## src/rtl/core/rpq_pkg.sv

```systemverilog
// ----------------------------------------------------------------------------
// RGB332 perceptual quantizer package
// Shared types, constants, level tables and fixed-point Lab helpers.
// ----------------------------------------------------------------------------
package rpq_pkg;

  // Number of palette codes scanned, and fraction bits of the Lab values.
  localparam int CANDIDATES    = 256;
  localparam int LAB_FRAC_BITS = 7;

  localparam int LAB_SHIFT = 16 - LAB_FRAC_BITS;
  localparam int LAB_HALF  = 1 << (LAB_SHIFT - 1);
  localparam int IDX_W     = (CANDIDATES > 1) ? $clog2(CANDIDATES) : 1;

  localparam int LIN_W     = 17;
  localparam int ACC_W     = 30;
  localparam int DIV_NUM_W = 33;
  localparam int DIV_DEN_W = 17;
  localparam int QUO_W     = 17;
  localparam int RCP_W     = 20;
  localparam int PROD_W    = DIV_NUM_W + RCP_W;
  localparam int REM_W     = DIV_NUM_W + 1;
  localparam int SQ_W      = 33;
  localparam int DIST_W    = 35;
  localparam int CBRT_TOP  = 16;

  localparam int DEN_X    = 95047;
  localparam int DEN_Y    = 10000;
  localparam int DEN_Z    = 108883;
  localparam int RND_X    = 47523;
  localparam int RND_Y    = 5000;
  localparam int RND_Z    = 54441;
  localparam int CV_DEN   = 116000;
  localparam int CV_SLOPE = 7787 * 116;
  localparam int CV_OFS   = 16 * 65536 * 1000 + 58000;
  // v * 125000 > 72548352 holds exactly when v exceeds this knee.
  localparam int CURVE_KNEE = 72548352 / 125000;

  // Reciprocals scaled by 2^DIV_NUM_W and rounded down. For any numerator
  // below 2^DIV_NUM_W the product estimate is the quotient or one less.
  localparam logic [RCP_W-1:0] RCP_X  = RCP_W'((64'd1 << DIV_NUM_W) / 64'(DEN_X));
  localparam logic [RCP_W-1:0] RCP_Y  = RCP_W'((64'd1 << DIV_NUM_W) / 64'(DEN_Y));
  localparam logic [RCP_W-1:0] RCP_Z  = RCP_W'((64'd1 << DIV_NUM_W) / 64'(DEN_Z));
  localparam logic [RCP_W-1:0] RCP_CV = RCP_W'((64'd1 << DIV_NUM_W) / 64'(CV_DEN));

  typedef struct packed {
    logic [7:0] red_in;
    logic [7:0] green_in;
    logic [7:0] blue_in;
  } pix_t;

  typedef struct packed {
    logic [7:0] palette_index;
    logic [7:0] red_out;
    logic [7:0] green_out;
    logic [7:0] blue_out;
  } res_t;

  typedef struct packed {
    logic signed [15:0] l;
    logic signed [15:0] a;
    logic signed [15:0] b;
  } lab_t;

  typedef logic [255:0][LIN_W-1:0] lin_tab_t;
  typedef lab_t [255:0] pal_tab_t;

  typedef enum logic [3:0] {
    S_IDLE, S_MAT, S_XDIV_GO, S_XDIV_WAIT, S_CV_SEL, S_CR_SQ, S_CR_CUBE,
    S_CV_WAIT, S_LAB, S_SCAN, S_DRAIN, S_DONE
  } state_e;

  typedef enum logic [3:0] {
    OP_NONE, OP_LOAD, OP_MAT, OP_XYZ_DIV, OP_XYZ_WAIT, OP_CV_SEL, OP_CV_SQ,
    OP_CV_CUBE, OP_CV_WAIT, OP_LAB, OP_SCAN, OP_OUT
  } dp_op_e;

  typedef enum logic [1:0] {
    DIV_X, DIV_Y, DIV_Z, DIV_CV
  } div_sel_e;

  typedef struct packed {
    dp_op_e     op;
    logic [1:0] ch;
    logic [1:0] k;
    logic [4:0] bitn;
    logic [7:0] idx;
  } cmd_t;

  typedef struct packed {
    logic div_done;
    logic curve_big;
    logic scan_busy;
  } sts_t;

  function automatic logic [7:0] lvl3(input logic [2:0] c);
    logic [7:0] v;
    case (c)
      3'd0:    v = 8'h00;
      3'd1:    v = 8'h20;
      3'd2:    v = 8'h40;
      3'd3:    v = 8'h60;
      3'd4:    v = 8'h80;
      3'd5:    v = 8'hA0;
      3'd6:    v = 8'hC0;
      default: v = 8'hFF;
    endcase
    return v;
  endfunction

  function automatic logic [7:0] lvl2(input logic [1:0] c);
    logic [7:0] v;
    case (c)
      2'd0:    v = 8'h00;
      2'd1:    v = 8'h60;
      2'd2:    v = 8'hA0;
      default: v = 8'hFF;
    endcase
    return v;
  endfunction

  function automatic logic cand_gray(input logic [7:0] i);
    return (lvl3(i[7:5]) == lvl3(i[4:2])) && (lvl3(i[7:5]) == lvl2(i[1:0]));
  endfunction

  // XYZ matrix weights: row ch (X, Y, Z), column k (R, G, B).
  function automatic logic [13:0] mat_coef(input logic [1:0] ch, input logic [1:0] k);
    logic [13:0] c;
    case ({ch, k})
      4'b00_00: c = 14'd4124;
      4'b00_01: c = 14'd3576;
      4'b00_10: c = 14'd1805;
      4'b01_00: c = 14'd2126;
      4'b01_01: c = 14'd7152;
      4'b01_10: c = 14'd722;
      4'b10_00: c = 14'd193;
      4'b10_01: c = 14'd1192;
      4'b10_10: c = 14'd9505;
      default:  c = 14'd0;
    endcase
    return c;
  endfunction

  // Q16 to Lab fixed point: round half up, then saturate to 16 bits.
  function automatic logic signed [15:0] to_lab(input logic signed [27:0] v);
    logic signed [27:0] n;
    logic signed [27:0] q;
    logic signed [15:0] r;
    n = v + 28'(LAB_HALF);
    q = n >>> LAB_SHIFT;
    if (q > 28'sd32767) begin
      r = 16'sh7FFF;
    end else if (q < -28'sd32768) begin
      r = 16'sh8000;
    end else begin
      r = q[15:0];
    end
    return r;
  endfunction

  function automatic lab_t lab_from_f(input logic [16:0] fx, input logic [16:0] fy,
                                      input logic [16:0] fz);
    logic signed [27:0] sx, sy, sz, lv, av, bv;
    lab_t o;
    sx = signed'({11'b0, fx});
    sy = signed'({11'b0, fy});
    sz = signed'({11'b0, fz});
    lv = sy * 28'sd116 - 28'sd1048576;
    av = (sx - sy) * 28'sd500;
    bv = (sy - sz) * 28'sd200;
    o.l = to_lab(lv);
    o.a = to_lab(av);
    o.b = to_lab(bv);
    return o;
  endfunction

  // The functions below only build constant tables at elaboration.
  function automatic logic [63:0] mul30(input logic [63:0] a, input logic [63:0] b);
    return (a * b + (64'd1 << 29)) >> 30;
  endfunction

  function automatic logic [63:0] pow5(input logic [63:0] r);
    logic [63:0] r2, r4;
    r2 = mul30(r, r);
    r4 = mul30(r2, r2);
    return mul30(r4, r);
  endfunction

  function automatic logic [LIN_W-1:0] lin_of(input logic [63:0] c);
    logic [63:0] one, t, t2, root, cand, res;
    one  = 64'd1 << 30;
    root = '0;
    if (c <= 64'd10) begin
      res = (c * 64'd6553600 + 64'd164730) / 64'd329460;
      return res[LIN_W-1:0];
    end
    t = (((c * 64'd1000 + 64'd14025) << 30) + 64'd134512) / 64'd269025;
    if (t > one) t = one;
    t2 = mul30(t, t);
    for (int bn = 30; bn >= 0; bn--) begin
      cand = root | (64'd1 << bn);
      if (cand <= one && pow5(cand) <= t2) root = cand;
    end
    res = (mul30(t2, root) + (64'd1 << 13)) >> 14;
    return res[LIN_W-1:0];
  endfunction

  function automatic logic [16:0] curve_const(input logic [63:0] v);
    logic [63:0] f, cand, q;
    f = '0;
    if (v > 64'(CURVE_KNEE)) begin
      for (int bn = CBRT_TOP; bn >= 0; bn--) begin
        cand = f | (64'd1 << bn);
        if (cand * cand * cand <= (v << 32)) f = cand;
      end
      return f[16:0];
    end
    q = (v * 64'(CV_SLOPE) + 64'(CV_OFS)) / 64'(CV_DEN);
    return q[16:0];
  endfunction

  function automatic lin_tab_t build_lin();
    lin_tab_t t;
    for (int i = 0; i < 256; i++) t[i] = lin_of(64'(i));
    return t;
  endfunction

  function automatic pal_tab_t build_pal(input lin_tab_t lin);
    pal_tab_t p;
    logic [63:0] lr, lg, lb, xn, yn, zn;
    logic [7:0] i8;
    for (int i = 0; i < 256; i++) begin
      i8 = 8'(i);
      lr = 64'(lin[lvl3(i8[7:5])]);
      lg = 64'(lin[lvl3(i8[4:2])]);
      lb = 64'(lin[lvl2(i8[1:0])]);
      xn = ((64'(mat_coef(2'd0, 2'd0)) * lr + 64'(mat_coef(2'd0, 2'd1)) * lg
            + 64'(mat_coef(2'd0, 2'd2)) * lb) * 64'd10 + 64'(RND_X)) / 64'(DEN_X);
      yn = (64'(mat_coef(2'd1, 2'd0)) * lr + 64'(mat_coef(2'd1, 2'd1)) * lg
            + 64'(mat_coef(2'd1, 2'd2)) * lb + 64'(RND_Y)) / 64'(DEN_Y);
      zn = ((64'(mat_coef(2'd2, 2'd0)) * lr + 64'(mat_coef(2'd2, 2'd1)) * lg
            + 64'(mat_coef(2'd2, 2'd2)) * lb) * 64'd10 + 64'(RND_Z)) / 64'(DEN_Z);
      p[i] = lab_from_f(curve_const(xn), curve_const(yn), curve_const(zn));
    end
    return p;
  endfunction

  localparam lin_tab_t LIN_TAB = build_lin();
  localparam pal_tab_t PAL_LAB = build_pal(LIN_TAB);

endpackage

```

## src/rtl/core/rpq_ctrl.sv

```systemverilog
// ----------------------------------------------------------------------------
// RPQ controller
// Sequences conversion, candidate scan and the output handshake.
// ----------------------------------------------------------------------------
module rpq_ctrl (
  input  logic          clk_i,
  input  logic          rst_ni,
  input  logic          in_valid_i,
  output logic          in_ready_o,
  output logic          out_valid_o,
  input  logic          out_ready_i,
  input  rpq_pkg::sts_t sts_i,
  output rpq_pkg::cmd_t cmd_o
);
  import rpq_pkg::*;

  state_e           state_q, state_d;
  logic [1:0]       ch_q, ch_d, k_q, k_d;
  logic [4:0]       bit_q, bit_d;
  logic [IDX_W-1:0] idx_q, idx_d;
  logic             out_valid_q, out_valid_d;
  logic             slot_free;

  assign slot_free = !out_valid_q || out_ready_i;

  // Next state and counters.
  always_comb begin
    state_d = state_q;
    ch_d    = ch_q;
    k_d     = k_q;
    bit_d   = bit_q;
    idx_d   = idx_q;
    case (state_q)
      S_IDLE: begin
        ch_d = 2'd0;
        k_d  = 2'd0;
        if (in_valid_i) state_d = S_MAT;
      end
      S_MAT: begin
        k_d = k_q + 2'd1;
        if (k_q == 2'd2) state_d = S_XDIV_GO;
      end
      S_XDIV_GO: state_d = S_XDIV_WAIT;
      S_XDIV_WAIT: begin
        if (sts_i.div_done) begin
          k_d = 2'd0;
          if (ch_q == 2'd2) begin
            ch_d    = 2'd0;
            state_d = S_CV_SEL;
          end else begin
            ch_d    = ch_q + 2'd1;
            state_d = S_MAT;
          end
        end
      end
      S_CV_SEL: begin
        bit_d   = 5'(CBRT_TOP);
        state_d = sts_i.curve_big ? S_CR_SQ : S_CV_WAIT;
      end
      S_CR_SQ: state_d = S_CR_CUBE;
      S_CR_CUBE: begin
        if (bit_q == 5'd0) begin
          ch_d    = ch_q + 2'd1;
          state_d = (ch_q == 2'd2) ? S_LAB : S_CV_SEL;
        end else begin
          bit_d   = bit_q - 5'd1;
          state_d = S_CR_SQ;
        end
      end
      S_CV_WAIT: begin
        if (sts_i.div_done) begin
          ch_d    = ch_q + 2'd1;
          state_d = (ch_q == 2'd2) ? S_LAB : S_CV_SEL;
        end
      end
      S_LAB: begin
        idx_d   = '0;
        state_d = S_SCAN;
      end
      S_SCAN: begin
        idx_d = idx_q + 1'b1;
        if (idx_q == IDX_W'(CANDIDATES - 1)) state_d = S_DRAIN;
      end
      S_DRAIN: begin
        if (!sts_i.scan_busy) state_d = S_DONE;
      end
      S_DONE: begin
        if (slot_free) state_d = S_IDLE;
      end
      default: state_d = S_IDLE;
    endcase
  end

  // Commands to the datapath.
  always_comb begin
    cmd_o.op   = OP_NONE;
    cmd_o.ch   = ch_q;
    cmd_o.k    = k_q;
    cmd_o.bitn = bit_q;
    cmd_o.idx  = 8'(idx_q);
    in_ready_o = 1'b0;
    case (state_q)
      S_IDLE: begin
        in_ready_o = 1'b1;
        if (in_valid_i) cmd_o.op = OP_LOAD;
      end
      S_MAT:       cmd_o.op = OP_MAT;
      S_XDIV_GO:   cmd_o.op = OP_XYZ_DIV;
      S_XDIV_WAIT: cmd_o.op = OP_XYZ_WAIT;
      S_CV_SEL:    cmd_o.op = OP_CV_SEL;
      S_CR_SQ:     cmd_o.op = OP_CV_SQ;
      S_CR_CUBE:   cmd_o.op = OP_CV_CUBE;
      S_CV_WAIT:   cmd_o.op = OP_CV_WAIT;
      S_LAB:       cmd_o.op = OP_LAB;
      S_SCAN:      cmd_o.op = OP_SCAN;
      S_DONE: begin
        if (slot_free) cmd_o.op = OP_OUT;
      end
      default: cmd_o.op = OP_NONE;
    endcase
  end

  assign out_valid_d = (out_valid_q && !out_ready_i) || (state_q == S_DONE && slot_free);

  always_ff @(posedge clk_i or negedge rst_ni) begin
    if (!rst_ni) begin
      state_q     <= S_IDLE;
      ch_q        <= '0;
      k_q         <= '0;
      bit_q       <= '0;
      idx_q       <= '0;
      out_valid_q <= 1'b0;
    end else begin
      state_q     <= state_d;
      ch_q        <= ch_d;
      k_q         <= k_d;
      bit_q       <= bit_d;
      idx_q       <= idx_d;
      out_valid_q <= out_valid_d;
    end
  end

  assign out_valid_o = out_valid_q;

`ifndef ASSERT_OFF
  a_accept_starts: assert property (@(posedge clk_i) disable iff (!rst_ni)
    in_valid_i && in_ready_o |=> state_q == S_MAT)
    else $error("accepted pixel did not start the conversion");

  a_div_done_waited: assert property (@(posedge clk_i) disable iff (!rst_ni)
    sts_i.div_done |-> (state_q == S_XDIV_WAIT || state_q == S_CV_WAIT))
    else $error("divider finished outside a wait state");

  a_result_posted: assert property (@(posedge clk_i) disable iff (!rst_ni)
    state_q == S_DONE && slot_free |=> out_valid_q)
    else $error("finished result was not presented");
`endif

endmodule

```

## config.mk

```make
export PLATFORM = sky130hd
export DESIGN_NAME = rpq_ctrl
export DESIGN_NICKNAME = d
export VERILOG_FILES = /design/src/rtl/core/rpq_pkg.sv /design/src/rtl/core/rpq_ctrl.sv
export SDC_FILE = /design/constraint.sdc
export NUM_CORES = 1
export LEC_CHECK = 0
export ABC_AREA = 0
export BUFFER_PORTS_ARGS = -buffer_cell sky130_fd_sc_hd__clkbuf_2
export CORE_MARGIN = 5
export CORE_UTILIZATION = 55
export CTS_BUF_LIST = sky130_fd_sc_hd__clkbuf_4 sky130_fd_sc_hd__clkbuf_8
export CTS_CLUSTER_SIZE = 20
export DETAILED_ROUTE_END_ITERATION = 16
export PLACE_DENSITY = 0.82
export SYNTH_ARGS = -nofsm -noshare
export SYNTH_HDL_FRONTEND = slang
export SYNTH_SLANG_ARGS = --single-unit
```

## constraint.sdc

```tcl
create_clock -name clk_i -period 2.35 [get_ports clk_i]
set_clock_uncertainty 0.05 [all_clocks]
set_input_delay 0.235 -clock clk_i [delete_from_list [all_inputs] [get_ports clk_i]]
set_output_delay 0.235 -clock clk_i [all_outputs]
set_load 0.03 [all_outputs]
```

======== Yosys cells after proc, flatten, opt, wreduce, memory -nomap -nowiden ========
Cells that the tools add are included.
word-level totals
  input bits .............................. 7
  output and inout bits ................... 23
  register bits ........................... 22
  logic and storage cells ................. 75
cells by class
  multiplexer cells ....................... 26
  reduce and logical (&&, ||, !) cells .... 16
  $add $sub $neg .......................... 4
  equal/unequal tests ..................... 23
operator list
  operator                                           number
  case mux 4 bit (12 select lines)                   1
  case mux 4 bit (11 select lines)                   1
  2-to-1 mux 4 bit                                   10
  inequality test 2 bit (second input constant)      9
  == test 4 x 3 -> 1 bit (second input constant)     4
  == test 4 bit (second input constant)              4
  case mux 8 bit (2 select lines)                    1
  2-to-1 mux 2 bit                                   6
  case mux 5 bit (2 select lines)                    1
  adder 8 x 1 -> 8 bit (second input constant)       1
  == test 4 x 2 -> 1 bit (second input constant)     2
  == test 8 bit (second input constant)              1
  case mux 2 bit (4 select lines)                    1
  AND reduction 7 bit                                1
  case mux 2 bit (3 select lines)                    1
  zero test 5 bit                                    1
  2-to-1 mux 5 bit                                   1
  subtractor 5 x 1 -> 5 bit (second input constant)  1
  adder 2 x 1 -> 2 bit (second input constant)       2
  == test 2 bit (second input constant)              2
  == test 4 x 1 -> 1 bit (second input constant)     1
  zero test 4 bit                                    1
  AND reduction 2 bit                                2
  AND reduction 4 bit                                1
  other kinds (8)                                    13

======== Depth between registers and ports, before layout ========
Gate-level depths: netlist of the first run.
  depth after elaboration ................. 4
  depth in mapped cells ................... 8
  depth with buffers taken out ............ 7

======== Worst setup path after synthesis of the first run ========
No wires, ideal clock.
  path kind ............................... register to register
  start point ............................. register state_q[2]
  end point ............................... register state_q[3]
  setup time .............................. 0.125 ns
  stages on the path, launching flop included .. 7
  path buffers ............................ 2
  clock period less this slack ............ 2.555 ns
  slack ................................... -0.205 ns
  arrival time ............................ 2.380 ns
  cell sequence ........................... dfrtp_1 buf_2 nor4_1 a32o_1 or4_1 buf_2 mux2_2
on the way
  word-level cells in the longest chain between the ends .. 3
ends and longest elaborated chain
  what                                   line             source
  start, declared                        rpq_ctrl.sv:17   state_e state_q, state_d;
  start signal, assigned                 rpq_ctrl.sv:134  state_q <= state_d;
  == test 4 bit (tied with other cells)  rpq_ctrl.sv:33   case (state_q)
  inequality test 2 bit (no line)        n/a
  AND reduction 7 bit (no line)          n/a
Parallel ways exist; a longest one is shown, timed or not.
A chain may end at the register's enable or synchronous reset.

======== Worst setup path in the final report of the first run ========
  start point ............................. register state_q[0]
  end point ............................... register state_q[0]
Same word-level chain as after synthesis.

==> results.tsv, run 1 <==
metric	value	unit
status	complete, no violations	
crit_path_end_kind	flip-flop	
hold_violations	0	
cts-buffers-inserted	3	
place_ws	0.2567	ns
rsz0062_at_grt	false	
slew_violations	0	
worstHoldEndpoint	state_q[2]	
clk_pin_slew_worst_paths	0.13	ns
synth-edff-count	0	
cp.arrival	2.30	ns
antenna_found_initial	0	
synth_area_leaders	dfrtp_1 (39%), o21ai_0 (7.1%), ha_1 (5.3%)	
area_growth	16.74	%
insertion_delay	0.32	ns
p_per_area	1146	nW/um2
core_area	2477	um2
drv_cap	0	
cp.required	2.51	ns
hpwl	2407	um
netlist_instances	168	
ys_warn_count	0	
fin_crit	2.139	ns
port_buffers	29	
yosys_register_bits	22	
utilization	66.57	%
cts_hold_buf	1	
drc	0	
synthTopCellsByCount	dfrtp_1 (22), o21ai_0 (20), nand2_1 (19), nor2_1 (19), inv_1 (9)	
cts_resized	0	
setup_ws	0.2107	ns
fillers	209	
grt_pass1_wl	5492	um
worstHoldPathType	primary input to flip-flop	
yosysTopAreaCell	dfrtp_1	
cts.sinks	22	
regArea	550.5	um2
wl	3262	um
clock_tree.root_cell	clkbuf_4	
clk_path_buf_depth	2	
worstPathMaxFanout	14	
vias	1320	
fin_setup_tns	0	ns
synth_top_cell_area_share	38.97	%
finalCritPeriodShare	91.04	%
finalWeightedCongestion	0.8690	
synthFlopType	dfrtp_1	
multi_input_area	782.0	um2
rows	18	
yosysSeqAreaShare	38.97	%
tightest_slew	0.5580	ns
antennaDiodeCount	0	
grt_max_degree	23	
grt_pass1_vias	1233	
yosysUniqueCellTypes	46	
fin_nets	210	
initial_core_util	57.02	%
r2r_start	state_q[0]	
drt_pass1_iterations	5	
async_flop_share	100.0	%
cts_tree	yes	
yosysMostFrequentCell	dfrtp_1	
synth_nets	181	
reg2regPathDepth	5	
drt-wirelength-per-cell	14.43	um
dieArea	3682	um2
r2r_end	state_q[0]	
vias_per_cell	5.841	
worstHoldPathCells	2	
power.leakage	0.0008017	uW
relSlewSlack	62.80	%
ir_worst_vdd	874.7	uV
fmax	467.4	MHz
min_from	sts_i[2]	
cp-start-kind	flip-flop	
track_usage	19.56	%
overflow	0	
drive_above_1_share	21.43	%
chipHeight	60.68	um
r2r_slack	0.21	ns
synth.avg_cell_area	8.408	um2
cts_setup_buffers	0	
setup_viol	0	
pin_count	30	
worst-setup-path-type	flip-flop to flip-flop	
dr.first_iter.drc_count	56	
die_x	60.68	um
syn_area	1413	um2
ant_nets	0	
h-tree-depth	1	
-- cell families (layout without fill, tap and decap cells) --
group / count (synthesis) / after routing / synth area share [%]
AO/OA/AOI/OAI: 41 / 41 / 19.13
XOR/XNOR: 3 / 3 / 1.860
adder cells (fa/ha/maj): 6 / 6 / 5.314
buffers and inverters: 20 / 48 / 6.111
flip-flops: 22 / 22 / 38.97
multiplexers: 5 / 5 / 3.632
AND/OR/NAND/NOR: 71 / 71 / 24.98
-- cell type report --
class,instances,area share (%)
repair buffers,35,11.68
clock buffers,3,1.366
clock inverters,1,1.821
multi-input cells,126,47.42
inverters,9,2.049
well taps,30,2.276
flip-flops and latches,22,33.38
-- metrics by stage --
step | total power [uW] | std cells | instance area (um2) | hold WS (ns)
floorplan | 1341 | 168 | 1419 | -0.1106
global placement | 1560 | 221 | 1587 | 0.1987
detailed placement | 1594 | 221 | 1587 | 0.2071
CTS | 1898 | 226 | 1649 | 0.1256
global route | 2029 | 226 | 1649 | 0.1285
finish | 1890 | 226 | 1649 | 0.1365
-- how the worst max path moves through the flow --
stage | start | end | slack (ns) | cells after the start
5_1_grt | state_q[0] | cmd_o[18] | 0.09 | 5
4_1_cts | state_q[0] | state_q[0] | 0.23 | 5
2_1_floorplan | state_q[1] | cmd_o[17] | 0.16 | 5
3_3_place_gp | k_q[0] | state_q[0] | 0.30 | 6
6_report | state_q[0] | state_q[0] | 0.21 | 5
3_5_place_dp | state_q[0] | state_q[0] | 0.26 | 5
-- power breakdown --
group | switching, uW | internal [uW]
clock network | 127 | 173
logic | 650 | 357
registers | 115 | 468
total | 892 | 997
-- sequential cells by signal (all words and copies together), names as in the netlist --
signal,cells
out_valid_o,1
ch_q,2
idx_q,8
bit_q,5
state_q,4
k_q,2
-- metal layers --
layer / wire, um / global-route usage (%) / up-vias
met5: 0 / 0 / -
met2: 1569 / 33.44 / 45
met3: 184 / 3.404 / 4
met4: 34 / 6.192 / 0
met1: 1473 / 25.13 / 615
li1: - / - / 656
-- critical path, stage by stage (launching register included) --
cell     delay [ns]
dfrtp_1        0.50
buf_4          0.23
nand2_1        0.14
nor3_1         0.08
or4_1          0.64
o32a_1         0.38
-- cells in the final DEF (no fill, tap or decap), types with 2 or more instances in the layout --
master	synthesis	routed
a21oi_1	2	2
nand2_1	19	19
nand3_1	6	6
nand4_1	2	2
dfrtp_1	22	22
o32ai_1	2	2
and3_1	4	4
buf_4	0	5
nand2b_1	4	4
inv_1	9	9
ha_1	6	6
clkbuf_2	1	29
clkbuf_4	0	3
nor3_1	5	5
mux2i_1	4	4
or4_1	2	2
a22oi_1	2	2
nor2_1	19	19
nor2b_1	2	2
xor2_1	2	2
nor4b_1	2	2
o21ai_0	20	20
Power figures use the tool's default switching activity.
==> run 2, diff against run 1 <==
--- a/config.mk
+++ b/config.mk
@@ -5,14 +5,14 @@
 export SDC_FILE = /design/constraint.sdc
 export NUM_CORES = 1
 export LEC_CHECK = 0
-export ABC_AREA = 0
+export ABC_AREA = 1
 export BUFFER_PORTS_ARGS = -buffer_cell sky130_fd_sc_hd__clkbuf_2
 export CORE_MARGIN = 5
 export CORE_UTILIZATION = 55
 export CTS_BUF_LIST = sky130_fd_sc_hd__clkbuf_4 sky130_fd_sc_hd__clkbuf_8
 export CTS_CLUSTER_SIZE = 20
 export DETAILED_ROUTE_END_ITERATION = 16
-export PLACE_DENSITY = 0.82
+export PLACE_DENSITY = 0.84
 export SYNTH_ARGS = -nofsm -noshare
 export SYNTH_HDL_FRONTEND = slang
 export SYNTH_SLANG_ARGS = --single-unit
==> run 2 against run 1 <==
Flip-flop and latch count unchanged. Sequential power up 8.9%. Worst hold slack better by 0.022 ns. First-iteration DRC count up 27%. Synthesized cell count up 27%. Critical path type is now flip-flop to output port. Via count up 16%. Clock power down 28%.
==> results.tsv, run 2 <==
metric	value	unit	change
status	complete, no violations		
yosysUniqueCellTypes	26		-43%
port_buffers	29		unchanged
regArea	550.5	um2	unchanged
power.leakage	0.0009551	uW	+19%
final_common_cell	nand2_1		
multi_input_area	780.7	um2	-0.16%
drive_above_1_share	19.59	%	-1.8 points
crit_path_end_kind	output port		
crit_chain	nand2_1 > inv_1 > nand3_1 > o2111ai_1 > clkbuf_2		
fillers	245		+17%
finalWeightedCongestion	0.9387		+8.0%
cp.required	2.07	ns	-0.44 ns
busiest_layer	met2		
cts_tree	yes		
drt_pass1_iterations	4		-1
worstPathMaxFanout	9		-5
cp_top_family	flip-flops		
clk_path_buf_depth	2		unchanged
critPathBufInv	2		+1
async_flop_share	100.0	%	unchanged
cts-buffers-inserted	3		unchanged
wl	3623	um	+11%
top_regs	idx_q: 8 flops, bit_q: 5 flops, state_q: 4 flops		
use_met1	27.75	%	+2.6 points
hold_violations	0		unchanged
core_area	2522	um2	+1.8%
fin_crit	2.102	ns	-0.03716 ns
antennaDiodeCount	0		unchanged
fin_nets	259		+23%
yosysMostFrequentCell	nand2_1		
ir_worst_vdd	977.5	uV	+12%
largest_register	idx_q		
utilization	67.06	%	+0.50 points
setup_viol	0		unchanged
drv_cap	0		unchanged
synth_nets	226		+25%
largest_reg_flops	8		unchanged
fmax	475.7	MHz	+1.8%
drt-wirelength-per-cell	13.17	um	-8.7%
fin_setup_tns	0	ns	unchanged
grt_max_degree	23		unchanged
cts.sinks	22		unchanged
worst-setup-path-type	flip-flop to output port		
vias	1528		+16%
slowest_stage	dfrtp_1		
grt_pass1_wl	6223	um	+13%
dieArea	3824	um2	+3.8%
slowest_delay	0.56	ns	-0.08 ns
hpwl	2892	um	+20%
rsz0062_at_grt	false		
final_cell_mix	nand2_1 (52), inv_1 (31), clkbuf_2 (29)		
yosysSeqAreaShare	37.26	%	-1.7 points
yosys_register_bits	22		unchanged
worstHoldPathType	primary input to flip-flop		
area_growth	14.48	%	
gr-usage-met2	36.62	%	+3.2 points
tightest_slew	0.5725	ns	+0.01444 ns
netlist_instances	213		+27%
h-tree-depth	1		unchanged
initial_core_util	58.58	%	+1.6 points
cp.arrival	1.82	ns	-0.48 ns
synthFlopType	dfrtp_1		
pin_count	30		unchanged
rows	18		unchanged
finalCritPeriodShare	89.45	%	-1.6 points
synth_top_cell_area_share	37.26	%	-1.7 points
drc	0		unchanged
dr.first_iter.drc_count	71		+27%
cts_resized	0		unchanged
cts_setup_buffers	0		unchanged
yosysTopAreaCell	dfrtp_1		
synth-edff-count	0		unchanged
clk_pin_slew_worst_paths	0.13	ns	about the same
ant_nets	0		unchanged
syn_area	1478	um2	+4.6%
synth_area_leaders	dfrtp_1 (37%), nand2_1 (13%), inv_1 (7.9%)		
grt_pass1_vias	1428		+16%
ys_warn_count	0		unchanged
chipHeight	61.84	um	+1.9%
die_x	61.84	um	+1.9%
clock_tree.root_cell	clkbuf_4		
antenna_found_initial	0		unchanged
synth.avg_cell_area	6.937	um2	-17%
relSlewSlack	61.84	%	-0.96 points
slew_violations	0		unchanged
insertion_delay	0.31	ns	about the same
cp-start-kind	flip-flop		
overflow	0		unchanged
p_per_area	1421	nW/um2	+24%
synthTopCellsByCount	nand2_1 (52), inv_1 (31), nor2_1 (25), nand3_1 (23), dfrtp_1 (22)		
use_met3	3.512	%	+0.11 points
vias_per_cell	5.556		-4.9%
track_usage	21.50	%	+1.9 points
[run 2: area by class of cell]
type                       count  area share, %
multi-input combinational    154          46.15
clock buffer                   4          2.145
sequential                    22          32.54
timing repair buffer          30          9.172
tap                           30          2.219
inverter                      35          7.766
[run 2: path summary, 6_finish.rpt]
kind	from	endpoint	slack, ns	depth (start not counted)
worst max-delay path	state_q[1]	cmd_o[17]	0.25	5
worst min-delay path	out_ready_i	out_valid_o	0.16	4
worst max register to register	state_q[1]	state_q[2]	0.70	8
worst min register to register	k_q[0]	k_q[0]	0.46	1
max in group asynchronous	rst_ni	state_q[3]	1.49	2
min in group asynchronous	rst_ni	k_q[0]	0.38	2
[run 2: cell families (layout without fill, tap and decap cells)]
| logic type | count (synthesis) | in the layout | synth area share, % |
|---|---|---|---|
| AOI/OAI and AO/OA | 32 | 32 | 12.19 |
| adders and majority gates | 6 | 6 | 5.080 |
| buffers and inverters | 37 | 69 | 9.906 |
| DFF | 22 | 22 | 37.26 |
| and+or+nand+nor | 116 | 116 | 35.56 |
[run 2: what timing repair did]
item | in CTS | in global routing
endpoints found under the hold margin | 22 | 0
hold buffers | 1 | 0
setup endpoints to repair | 0 | 0
[run 2: power breakdown]
part	switching, uW	internal, uW
Clock	120	94.6
Combinational	1090	460
Sequential	142	493
Total	1360	1050
[run 2: stage by stage]
step / worst slack, ns / power (uW) / instance area, um2 / hold WS [ns] / std cells
after floorplan: 0.6971 / 1807 / 1478 / -0.1106 / 213
after global placement: 0.5976 / 2164 / 1645 / 0.1962 / 270
after detailed placement: 0.6063 / 2193 / 1645 / 0.2014 / 270
after CTS: 0.2471 / 2405 / 1692 / 0.1532 / 275
after global routing: 0.1071 / 2632 / 1692 / 0.1883 / 275
final: 0.2478 / 2403 / 1692 / 0.1582 / 275
[run 2: layer usage]
metal  routed length [um]  vias up
li1                     -      756
met1                 1552      704
met2                 1741       60
met3                  267        8
met4                   61        0
met5                    0        -
[run 2: tightest hold or removal path, stage by stage]
cell      delay, ns
clkbuf_2       0.07
nor2_1         0.05
inv_1          0.06
o21ai_0        0.07
==> run 3, diff against run 2 <==
--- a/config.mk
+++ b/config.mk
@@ -8,11 +8,11 @@
 export ABC_AREA = 1
 export BUFFER_PORTS_ARGS = -buffer_cell sky130_fd_sc_hd__clkbuf_2
 export CORE_MARGIN = 5
-export CORE_UTILIZATION = 55
+export CORE_UTILIZATION = 51
 export CTS_BUF_LIST = sky130_fd_sc_hd__clkbuf_4 sky130_fd_sc_hd__clkbuf_8
 export CTS_CLUSTER_SIZE = 20
 export DETAILED_ROUTE_END_ITERATION = 16
-export PLACE_DENSITY = 0.84
+export PLACE_DENSITY = 0.79
 export SYNTH_ARGS = -nofsm -noshare
 export SYNTH_HDL_FRONTEND = slang
 export SYNTH_SLANG_ARGS = --single-unit
==> run 3 against run 2 <==
Setup slack gained 0.022 ns. Via count decreased by 3.1%. Final cell count rose by 0.36%. Global-route usage down 3.8 points. Clock power about the same. Core utilization decreased by 5.7 points. Largest cell class unchanged. Combinational power is essentially flat.
==> results.tsv, run 3 (synthesis gave the netlist of run 2 again) <==
metric	value	unit	change
stdcell_area	1693	um2	about the same
core_area	2758	um2	+9.3%
vias	1481		-3.1%
ant_nets	0		unchanged
placed_cell_area	1647	um2	about the same
initial_core_util	53.58	%	-5.0 points
relSlewSlack	60.92	%	-0.91 points
insertion_delay	0.31	ns	about the same
clk_path_buf_depth	2		unchanged
cp-start-kind	flip-flop		
pin_count	30		unchanged
setup_viol	0		unchanged
fin_crit	2.080	ns	-0.02183 ns
grt_max_degree	23		unchanged
antenna_found_initial	0		unchanged
place_inst	271		+0.37%
dieArea	4074	um2	+6.5%
clock_tree.root_cell	clkbuf_4		
final_cell_mix	nand2_1 (52), inv_1 (31), clkbuf_2 (29)		
area_growth	14.56	%	about the same
rsz0062_at_grt	false		
final_common_cell	nand2_1		
cts_tree	yes		
dr.first_iter.drc_count	110		+55%
wl	3482	um	-3.9%
fin_nets	259		unchanged
cp.arrival	1.80	ns	-0.02 ns
worstHoldPathType	primary input to flip-flop		
utilization	61.39	%	-5.7 points
cts.sinks	22		unchanged
p_per_area	1426	nW/um2	+0.36%
grt_pass1_wl	5892	um	-5.3%
slew_violations	0		unchanged
antennaDiodeCount	0		unchanged
die_x	63.83	um	+3.2%
crit_path_end_kind	output port		
drive_above_1_share	19.59	%	unchanged
cp.required	2.07	ns	about the same
worstPathMaxFanout	9		unchanged
cts_resized	0		unchanged
fmax	480.7	MHz	+1.0%
fillers	256		+4.5%
top_regs	idx_q: 8 flops, bit_q: 5 flops, state_q: 4 flops		
worst-setup-path-type	flip-flop to output port		
grt_pass1_vias	1336		-6.4%
chipHeight	63.83	um	+3.2%
ir_worst_vdd	1130	uV	+16%
drc	0		unchanged
largest_register	idx_q		
hold_violations	0		unchanged
rows	19		+1
fin_cells	276		+0.36%
multi_input_area	780.7	um2	unchanged
port_buffers	29		unchanged
fin_setup_tns	0	ns	unchanged
drv_cap	0		unchanged
regArea	550.5	um2	unchanged
cts-buffers-inserted	3		unchanged
clk_pin_slew_worst_paths	0.13	ns	about the same
overflow	0		unchanged
h-tree-depth	1		unchanged
finalCritPeriodShare	88.53	%	-0.93 points
drt_pass1_iterations	4		unchanged
hpwl	2670	um	-7.7%
largest_reg_flops	8		unchanged
power.leakage	0.0009551	uW	unchanged
vias_per_cell	5.366		-3.4%
finalWeightedCongestion	1.011		+7.7%
tightest_slew	0.5862	ns	+0.01371 ns
status	complete, no violations		
track_usage	17.72	%	-3.8 points
drt-wirelength-per-cell	12.62	um	-4.2%
run 3: layout make-up:
| class | count | area share, % |
|---|---|---|
| inverters | 35 | 7.761 |
| flip-flops and latches | 22 | 32.52 |
| repair buffers | 30 | 9.165 |
| multi-input cells | 154 | 46.12 |
| clock buffers | 4 | 2.143 |
| well taps | 31 | 2.291 |
run 3: stage by stage:
| step | hold WS, ns | worst slack, ns | power [uW] |
|---|---|---|---|
| 2_1_floorplan | -0.1106 | 0.6971 | 1807 |
| 3_3_place_gp | 0.2110 | 0.6251 | 2205 |
| 3_5_place_dp | 0.2113 | 0.6744 | 2185 |
| 4_1_cts | 0.1479 | 0.3114 | 2411 |
| 5_1_grt | 0.1452 | 0.1558 | 2628 |
| 6_report | 0.1621 | 0.2697 | 2414 |
run 3: power by group:
part / total [uW] / leakage (uW) / switching, uW / internal, uW
Clock: 216 / 0.0000210 / 121 / 94.7
Sequential: 627 / 0.000294 / 134 / 493
Combinational: 1570 / 0.000640 / 1110 / 461
run 3: path summary, 6_finish.rpt:
check / endpoint / slack (ns) / cells past startpoint / start
min in group asynchronous: bit_q[2] / 0.38 / 2 / rst_ni
max reg2reg: state_q[3] / 0.68 / 7 / state_q[1]
max in group asynchronous: idx_q[1] / 1.48 / 2 / rst_ni
min reg2reg: k_q[0] / 0.46 / 1 / k_q[0]
min: out_valid_o / 0.16 / 4 / out_ready_i
max: cmd_o[17] / 0.27 / 5 / state_q[1]
run 3: repair_timing:
action | in CTS | in global routing
endpoints found under the hold margin | 22 | 0
setup buffers | 0 | 0
hold buffers | 1 | 0
run 3: metal layers:
| metal | GRT usage (%) | vias up | part of all wire [%] |
|---|---|---|---|
| li1 | - | 755 | - |
| met1 | 25.44 | 649 | 46 |
| met2 | 26.38 | 72 | 43 |
| met3 | 3.503 | 5 | 9.5 |
| met4 | 6.234 | 0 | 1.3 |
| met5 | 0 | - | 0 |
run 3: worst max-delay path, cell delays in order, from the launching register on:
cell and delay (ns):
dfrtp_1 0.55, nand2_1 0.15, inv_1 0.20, nand3_1 0.19, o2111ai_1 0.16, clkbuf_2 0.24
